[src/sv/prdf_pkg.sv]
// Package for the pressure reading direction filter.
// Status, direction, register index, operation and kind codes plus the classifier result type.
// No dependencies.
package prdf_pkg;

	localparam int unsigned AdcW     = 12;
	localparam int unsigned GainW    = 24;
	localparam int unsigned ReadW    = 8;
	localparam int unsigned TicksW   = 32;
	localparam int unsigned CfgIdxW  = 3;
	localparam int unsigned CfgDataW = 32;
	localparam int unsigned InDataW  = 48;
	localparam int unsigned OutDataW = 16;

	typedef enum logic [1:0] {
		ST_VALID = 2'd0,
		ST_FAULT = 2'd1,
		ST_UNDER = 2'd2,
		ST_OVER  = 2'd3
	} status_t;

	typedef enum logic [1:0] {
		DIR_NONE = 2'd0,
		DIR_UP   = 2'd1,
		DIR_DOWN = 2'd2
	} dir_t;

	typedef enum logic [CfgIdxW-1:0] {
		REG_GAIN       = 3'd0,
		REG_OFFSET     = 3'd1,
		REG_LOW_LIMIT  = 3'd2,
		REG_HIGH_LIMIT = 3'd3,
		REG_HOLD_TICKS = 3'd4
	} reg_idx_t;

	localparam logic OP_SAMPLE = 1'b0;
	localparam logic OP_READ   = 1'b1;

	localparam logic KIND_BROADCAST = 1'b0;
	localparam logic KIND_RESPONSE  = 1'b1;

	typedef struct packed {
		status_t           status;
		logic [ReadW-1:0]  reading;
	} class_t;

endpackage

[src/sv/pressure_reading_direction_filter.sv]
// Pressure reading direction filter: top level with input stage, state and result register.
// Depends on prdf_pkg and prdf_classify.
//
// Takes one item per cycle unless a waiting result stalls it on m_tready. An item sits in
// the input register, where the 12x24 scaling multiply, the limit compares and the hold-time
// compare decide it against the held state; the result, if any, lands in the output register.
// A sample that equals the held reading, or a reversal inside the hold time, produces no transfer;
// a read request always produces one (kind 1). Errors store at once with reading zero and clear
// the direction. Configuration must be written only while idle; the block does not enforce it.
module pressure_reading_direction_filter (
	input  logic                           clk,
	input  logic                           arst_n,
	// configuration write channel
	input  logic                           cfg_valid,
	output logic                           cfg_ready,
	input  logic [prdf_pkg::CfgIdxW-1:0]   cfg_index,
	input  logic [prdf_pkg::CfgDataW-1:0]  cfg_data,
	// input stream
	input  logic                           s_tvalid,
	output logic                           s_tready,
	input  logic [prdf_pkg::InDataW-1:0]   s_tdata,   // adc_sample[11:0], adc_fault[12], now_ticks[44:13]
	input  logic                           s_tuser,   // operation
	// result stream
	output logic                           m_tvalid,
	input  logic                           m_tready,
	output logic [prdf_pkg::OutDataW-1:0]  m_tdata,   // status[1:0], reading[9:2]
	output logic                           m_tuser    // kind
);
	import prdf_pkg::*;

	// configuration registers
	logic [GainW-1:0]   gain_q;
	logic signed [31:0] offset_q;
	logic [ReadW-1:0]   low_q;
	logic [ReadW-1:0]   high_q;
	logic [TicksW-1:0]  hold_q;

	// held state
	logic [ReadW-1:0]   held_reading_q;
	status_t            held_status_q;
	dir_t               dir_q;
	logic [TicksW-1:0]  last_time_q;

	// input stage
	logic               valid_s1;
	logic               op_s1;
	logic [AdcW-1:0]    adc_s1;
	logic               fault_s1;
	logic [TicksW-1:0]  now_s1;

	// output register
	logic               out_valid_q;
	logic               out_kind_q;
	status_t            out_status_q;
	logic [ReadW-1:0]   out_reading_q;

	class_t             cls;
	logic [TicksW-1:0]  elapsed;
	logic               same;
	logic               take;
	logic               emit;
	logic               update;
	logic               adv_s1;

	assign cfg_ready = 1'b1;

	always_ff @(posedge clk or negedge arst_n) begin
		if (!arst_n) begin
			gain_q   <= GainW'(65536);
			offset_q <= '0;
			low_q    <= '0;
			high_q   <= '1;
			hold_q   <= TicksW'(1000);
		end else if (cfg_valid && cfg_ready) begin
			unique case (cfg_index)
				REG_GAIN:       gain_q   <= cfg_data[GainW-1:0];
				REG_OFFSET:     offset_q <= $signed(cfg_data);
				REG_LOW_LIMIT:  low_q    <= cfg_data[ReadW-1:0];
				REG_HIGH_LIMIT: high_q   <= cfg_data[ReadW-1:0];
				REG_HOLD_TICKS: hold_q   <= cfg_data[TicksW-1:0];
				default: ;
			endcase
		end
	end

	prdf_classify u_classify (
		.adc_sample (adc_s1),
		.adc_fault  (fault_s1),
		.gain       (gain_q),
		.offset     (offset_q),
		.low_limit  (low_q),
		.high_limit (high_q),
		.result     (cls)
	);

	assign elapsed = now_s1 - last_time_q;
	assign same    = (cls.status == held_status_q) && (cls.reading == held_reading_q);

	always_comb begin
		take = 1'b0;
		if (held_status_q != ST_VALID || dir_q == DIR_NONE || elapsed >= hold_q) begin
			take = 1'b1;
		end else if (cls.reading > held_reading_q && dir_q == DIR_UP) begin
			take = 1'b1;
		end else if (cls.reading < held_reading_q && dir_q == DIR_DOWN) begin
			take = 1'b1;
		end
	end

	// state changes only for a sample that differs and is either an error or passes the filter
	assign update = (op_s1 == OP_SAMPLE) && !same && (cls.status != ST_VALID || take);
	assign emit   = (op_s1 == OP_READ) || update;
	assign adv_s1 = valid_s1 && (!emit || !out_valid_q || m_tready);
	assign s_tready = !valid_s1 || adv_s1;

	always_ff @(posedge clk or negedge arst_n) begin
		if (!arst_n) begin
			valid_s1 <= 1'b0;
		end else if (s_tvalid && s_tready) begin
			valid_s1 <= 1'b1;
		end else if (adv_s1) begin
			valid_s1 <= 1'b0;
		end
	end

	always_ff @(posedge clk) begin
		if (s_tvalid && s_tready) begin
			op_s1    <= s_tuser;
			adc_s1   <= s_tdata[AdcW-1:0];
			fault_s1 <= s_tdata[AdcW];
			now_s1   <= s_tdata[AdcW+TicksW:AdcW+1];
		end
	end

	always_ff @(posedge clk or negedge arst_n) begin
		if (!arst_n) begin
			held_reading_q <= '0;
			held_status_q  <= ST_VALID;
			dir_q          <= DIR_NONE;
			last_time_q    <= '0;
		end else if (adv_s1 && update) begin
			held_status_q  <= cls.status;
			held_reading_q <= cls.reading;
			if (cls.status != ST_VALID) begin
				dir_q <= DIR_NONE;
			end else begin
				// after an error the new value always counts as rising
				if (held_status_q != ST_VALID || cls.reading > held_reading_q) begin
					dir_q <= DIR_UP;
				end else begin
					dir_q <= DIR_DOWN;
				end
				last_time_q <= now_s1;
			end
		end
	end

	always_ff @(posedge clk or negedge arst_n) begin
		if (!arst_n) begin
			out_valid_q <= 1'b0;
		end else if (adv_s1 && emit) begin
			out_valid_q <= 1'b1;
		end else if (m_tready) begin
			out_valid_q <= 1'b0;
		end
	end

	always_ff @(posedge clk) begin
		if (adv_s1 && emit) begin
			if (op_s1 == OP_READ) begin
				out_kind_q    <= KIND_RESPONSE;
				out_status_q  <= held_status_q;
				out_reading_q <= held_reading_q;
			end else begin
				out_kind_q    <= KIND_BROADCAST;
				out_status_q  <= cls.status;
				out_reading_q <= cls.reading;
			end
		end
	end

	assign m_tvalid = out_valid_q;
	assign m_tuser  = out_kind_q;
	assign m_tdata  = {(OutDataW-ReadW-2)'(0), out_reading_q, out_status_q};

	// checks
	a_err_no_dir: assert property (@(posedge clk) disable iff (!arst_n)
		held_status_q != ST_VALID |-> dir_q == DIR_NONE)
		else $error("error status held with a direction");

	a_err_zero: assert property (@(posedge clk) disable iff (!arst_n)
		held_status_q != ST_VALID |-> held_reading_q == '0)
		else $error("error status held with nonzero reading");

	a_out_zero: assert property (@(posedge clk) disable iff (!arst_n)
		(m_tvalid && out_status_q != ST_VALID) |-> out_reading_q == '0)
		else $error("result with error status carries a reading");

	a_emit_lands: assert property (@(posedge clk) disable iff (!arst_n)
		(adv_s1 && emit) |=> m_tvalid)
		else $error("emitted result lost");

endmodule

[src/sv/prdf_classify.sv]
// Scales a raw ADC sample, (adc * gain + offset) >> 16 with floor, and classifies it.
// Depends on prdf_pkg.
module prdf_classify (
	input  logic [prdf_pkg::AdcW-1:0]  adc_sample,
	input  logic                       adc_fault,
	input  logic [prdf_pkg::GainW-1:0] gain,
	input  logic signed [31:0]         offset,
	input  logic [prdf_pkg::ReadW-1:0] low_limit,
	input  logic [prdf_pkg::ReadW-1:0] high_limit,
	output prdf_pkg::class_t           result
);
	import prdf_pkg::*;

	localparam int unsigned ProdW = AdcW + GainW;
	localparam int unsigned SumW  = ProdW + 2;

	logic [ProdW-1:0]       prod;
	logic signed [SumW-1:0] sum;
	logic [SumW-18:0]       scaled;   // non-negative part of sum >> 16
	logic                   neg;

	assign prod   = ProdW'(adc_sample) * ProdW'(gain);
	assign sum    = $signed({2'b00, prod}) + SumW'(offset);
	assign neg    = sum[SumW-1];
	assign scaled = sum[SumW-2:16];

	always_comb begin
		result.status  = ST_VALID;
		result.reading = '0;
		if (adc_fault) begin
			result.status = ST_FAULT;
		end else if (neg || scaled < (SumW-17)'(low_limit)) begin
			result.status = ST_UNDER;
		end else if (scaled > (SumW-17)'(high_limit)) begin
			result.status = ST_OVER;
		end else begin
			result.reading = scaled[ReadW-1:0];
		end
	end

endmodule
[config.mk]
export PLATFORM = sky130hd
export DESIGN_NAME = pressure_reading_direction_filter
export DESIGN_NICKNAME = d
export VERILOG_FILES = /design/src/sv/prdf_pkg.sv /design/src/sv/pressure_reading_direction_filter.sv /design/src/sv/prdf_classify.sv
export SDC_FILE = /design/constraint.sdc
export NUM_CORES = 1
export LEC_CHECK = 0
export ABC_AREA = 1
export BUFFER_PORTS_ARGS = -buffer_cell sky130_fd_sc_hd__buf_2
export CAP_MARGIN = 20
export CORE_UTILIZATION = 45
export CTS_CLUSTER_SIZE = 30
export DETAILED_ROUTE_END_ITERATION = 12
export SYNTH_ARGS = -nofsm -noshare
export SYNTH_HDL_FRONTEND = slang
export SYNTH_SLANG_ARGS = --single-unit
[constraint.sdc]
create_clock -name clk -period 13.3 [get_ports clk]
set_input_delay 0 -clock clk [delete_from_list [all_inputs] [get_ports clk]]
set_output_delay 0 -clock clk [all_outputs]
set_load 0.01 [all_outputs]
==> results.md <==
| Stage | Metric | Value |
|---|---|---|
| cells and area | NumNets Final | 3549 |
| timing | Worst slew margin | 31.93% |
| grt | Grt met3 use | 2.387% |
| floorplanning | Initial standard-cell utilization of the core | 45.53% |
| grt | Total grt overflow | 0 |
| timing | Maximum clock skew at final layout | 0.01824 ns |
| timing | Setup violations, final | 0 |
| grt | Busiest layer in global routing | met2 |
| timing | Achievable clock frequency | 0.08275 GHz |
| timing | Total negative setup slack | 0 ns |
| routing | Detailed router's first-iteration violation count | 1007 |
| routing | Average wire per standard cell | 15.10 um |
| worst setup path | Kind of end point of the critical path | flip-flop |
| outcome | Violated checks | negative hold slack |
| synth | Post-synthesis instance total | 2899 |
| grt | Met1 Usage GRT | 31.66% |
| synth | Synthesized area per cell | 7.656 um^2 |
| routing | DRC violations left | 0 |
| routing | Detailed-route via count | 18320 |
| grt | Overall routing resource usage | 23.50% |
| worst setup path | Type of the setup path with the least slack | reg2reg |
| floorplanning | Cell Rows | 81 |
| place | Port Buffer Count | 98 |
| worst setup path | Worst endpoint required time | 13.49 ns |
| synth | Synth warnings | 0 |
| place | HPWL after detailed placement | 44640 um |
| min path | Type of the worst min-delay path | in2reg |
| worst setup path | Delay contributed by the slowest stage of the critical path | 1.00 ns |
| floorplanning | Floorplan Core Area | 0.04875 mm^2 |
| routing | Via-to-Cell Ratio | 4.921 |
| floorplanning | Die Width | 224.1 um |
| synth | Number of flops mapped to enable cells by yosys | 57 |
| worst setup path | Cell with the biggest individual delay on the critical path | edfxtp_1 |
| grt | Pin count of the biggest net entering global routing | 85 |
| worst setup path | Register-to-register setup slack | 1.21 ns |
| outcome | Outcome | finished with violations |
| timing | Least-Margin Pin Slew | 1.021 ns |
| run | Max Cap Violations | 0 |
| place | Weighted congestion reported at the end of routability-driven placement | 0.9362 |
| worst setup path | Cell repeated most along the worst path | nand2_1 |
| grt | First-pass GRT wire length | 94940 um |
| timing | Hold Worst Slack | -0.01563 ns |
| synth | Share of synthesized area occupied by flip-flops and latches | 24.71% |
| cts | Clock slew seen by the registers of the worst setup and hold paths | 0.07 ns |
| worst setup path | Kind of start point of the critical path | flip-flop |
| timing | Final count of hold timing violations | 6 |
| synth | Number of different library cells in the post-synthesis netlist | 51 |
| grt | Initial antenna violation count | 0 |
| synth | Fraction of registers with async set/reset | 72.46% |
| timing | Count of final max-slew check failures | 0 |
| timing | Final cycle utilization of the critical path | 90.87% |
| cells and area | Area growth, synth to finish | 12.44% |
| cts | Clk sink count | 207 |
| synth | Netlist area before placement | 0.02220 mm^2 |
| floorplanning | I/O pin count | 109 |
| synth | Prevailing post-synth register cell | dfrtp_1 |
| routing | Drt pass-1 iters | 7 |
| cts | Root buffer selected by CTS | clkbuf_16 |
| grt | Number of global-route vias before repair | 19200 |
| cts | TritonCTS clock tree | yes |
| routing | Sum of routed wire length over all layers | 56190 um |
| floorplanning | DIE AREA | 0.05021 mm^2 |
| cts | H-tree depth | 1 |
| cts | CTS buffer count | 26 |
| cells and area | Proportion of layout cells with a drive suffix above 1 | 6.675% |
| cts | Clock latency reported for the late side of the worst-skew pair | 0.57 ns |
| floorplanning | Vertical die dimension | 224.1 um |
| synth | Seq cells post-synth | 207 |
| timing | Final Critical Period | 12.09 ns |
| timing | RSZ-0062 raised after global routing | no |
| grt | Met2 demand-to-capacity share in global routing | 40.70% |
| routing | Antenna Nets Post-Route | 0 |
| cts | Buffers from clock root to sink, at most | 3 |
| worst setup path | Max FO, Critical Path | 44 |
| worst setup path | Arrival @ worst endpoint | 12.28 ns |
[metrics by stage]
stage	cells	setup WS, ns	area (um^2)	hold slack [ns]	utilization (%)
2_1_floorplan	2904	2.653	22210	-0.2956	-
3_3_place_gp	3584	1.222	23210	0.1117	47.62
3_5_place_dp	3584	1.068	23210	0.1188	47.62
4_1_cts	3713	1.007	24860	0.1083	50.99
5_1_grt	3720	0.03249	24950	0.02803	51.18
6_report	3722	1.215	24960	-0.01563	51.19
[metal layers]
metal,routed length (um),share of wire [%]
met2,26770,48
met3,2577,4.6
met1,25670,46
met5,0,0
met4,1176,2.1
[final timing paths]
kind                              start           endpoint  cells after the start
setup / recovery              adc_s1[6]          adc_s1[0]                     61
hold / removal             cfg_index[0]       offset_q[30]                      3
setup reg to reg              adc_s1[6]          adc_s1[0]                     61
hold reg to reg                dir_q[1]           dir_q[1]                      2
max in group asynchronous        arst_n       offset_q[23]                      3
min in group asynchronous        arst_n  held_reading_q[5]                      2
[logic make-up after synthesis]
kind of cell	after synthesis	share of synthesized area, %
other	2	0.03384
adder cells (fa/ha/maj)	424	31.38
XOR/XNOR	68	2.683
flip-flops	207	24.71
AND/OR/NAND/NOR	1140	20.72
buffers and inverters	751	13.02
AO/OA/AOI/OAI	307	7.458
[worst max-delay path: cells and delay by family, from the launching register on]
kind            cells  cell delay (ns)
buf+inv            11             1.33
compound gates     17             3.07
flops               1             1.00
fa+ha+maj           8             3.42
simple gates       25             2.80
[layout by cell type, fill, tap and decap left out, types with 53 or more instances in the layout]
master / Yosys / final
inv_1: 650 / 649
fa_1: 221 / 221
nand2_1: 870 / 870
buf_2: 3 / 97
nand4_1: 53 / 53
nand3_1: 59 / 57
o21ai_0: 133 / 133
dlygate4sd3_1: 0 / 81
edfxtp_1: 57 / 57
nor2_1: 120 / 120
a21oi_1: 122 / 122
ha_1: 203 / 203
dfrtp_1: 135 / 135
[synthesized netlist by cell type (43+ instances only)]
| cell type | instances | share of area (%) |
|---|---|---|
| nand3_1 | 59 | 1.3 |
| nor2_1 | 120 | 2.0 |
| nand4_1 | 53 | 1.5 |
| a21oi_1 | 122 | 2.8 |
| dfrtp_1 | 135 | 15 |
| ha_1 | 203 | 11 |
| inv_1 | 650 | 11 |
| fa_1 | 221 | 20 |
| o21ai_0 | 133 | 3.0 |
| clkbuf_1 | 76 | 1.3 |
| nand2_1 | 870 | 15 |
| edfxtp_1 | 57 | 7.7 |
| xor2_1 | 43 | 1.7 |
[flip-flops by register name (all words and copies together) (netlist names)]
name            flops
low_q               8
last_time_q        32
dir_q               2
held_status_q       2
m_tuser             1
high_q              8
m_tvalid            1
fault_s1            1
held_reading_q      8
out_reading_q       8
gain_q             24
offset_q           32
out_status_q        2
op_s1               1
now_s1             32
hold_q             32
valid_s1            1
adc_s1             12
[repair_timing]
item / CTS / global route
endpoints found under the hold margin: 237 / 0
endpoints found under the setup margin: 0 / 46
setup buffers: 0 / 5
resized for setup: 0 / 0
hold buffers: 81 / 0
[area by class of cell]
type	instances	area (um^2)
Antenna cell	2	5.005
Clock buffer	35	734.5
Clock inverter	13	97.59
Fill cell	4711	23790
Inverter	658	2470
Multi-Input combinational cell	1946	13850
Sequential cell	207	5484
Tap cell	664	830.8
Timing Repair Buffer	197	1485
Power is not shown: default switching activity piles up to over one toggle a cycle in this logic, so the estimate is an artifact.
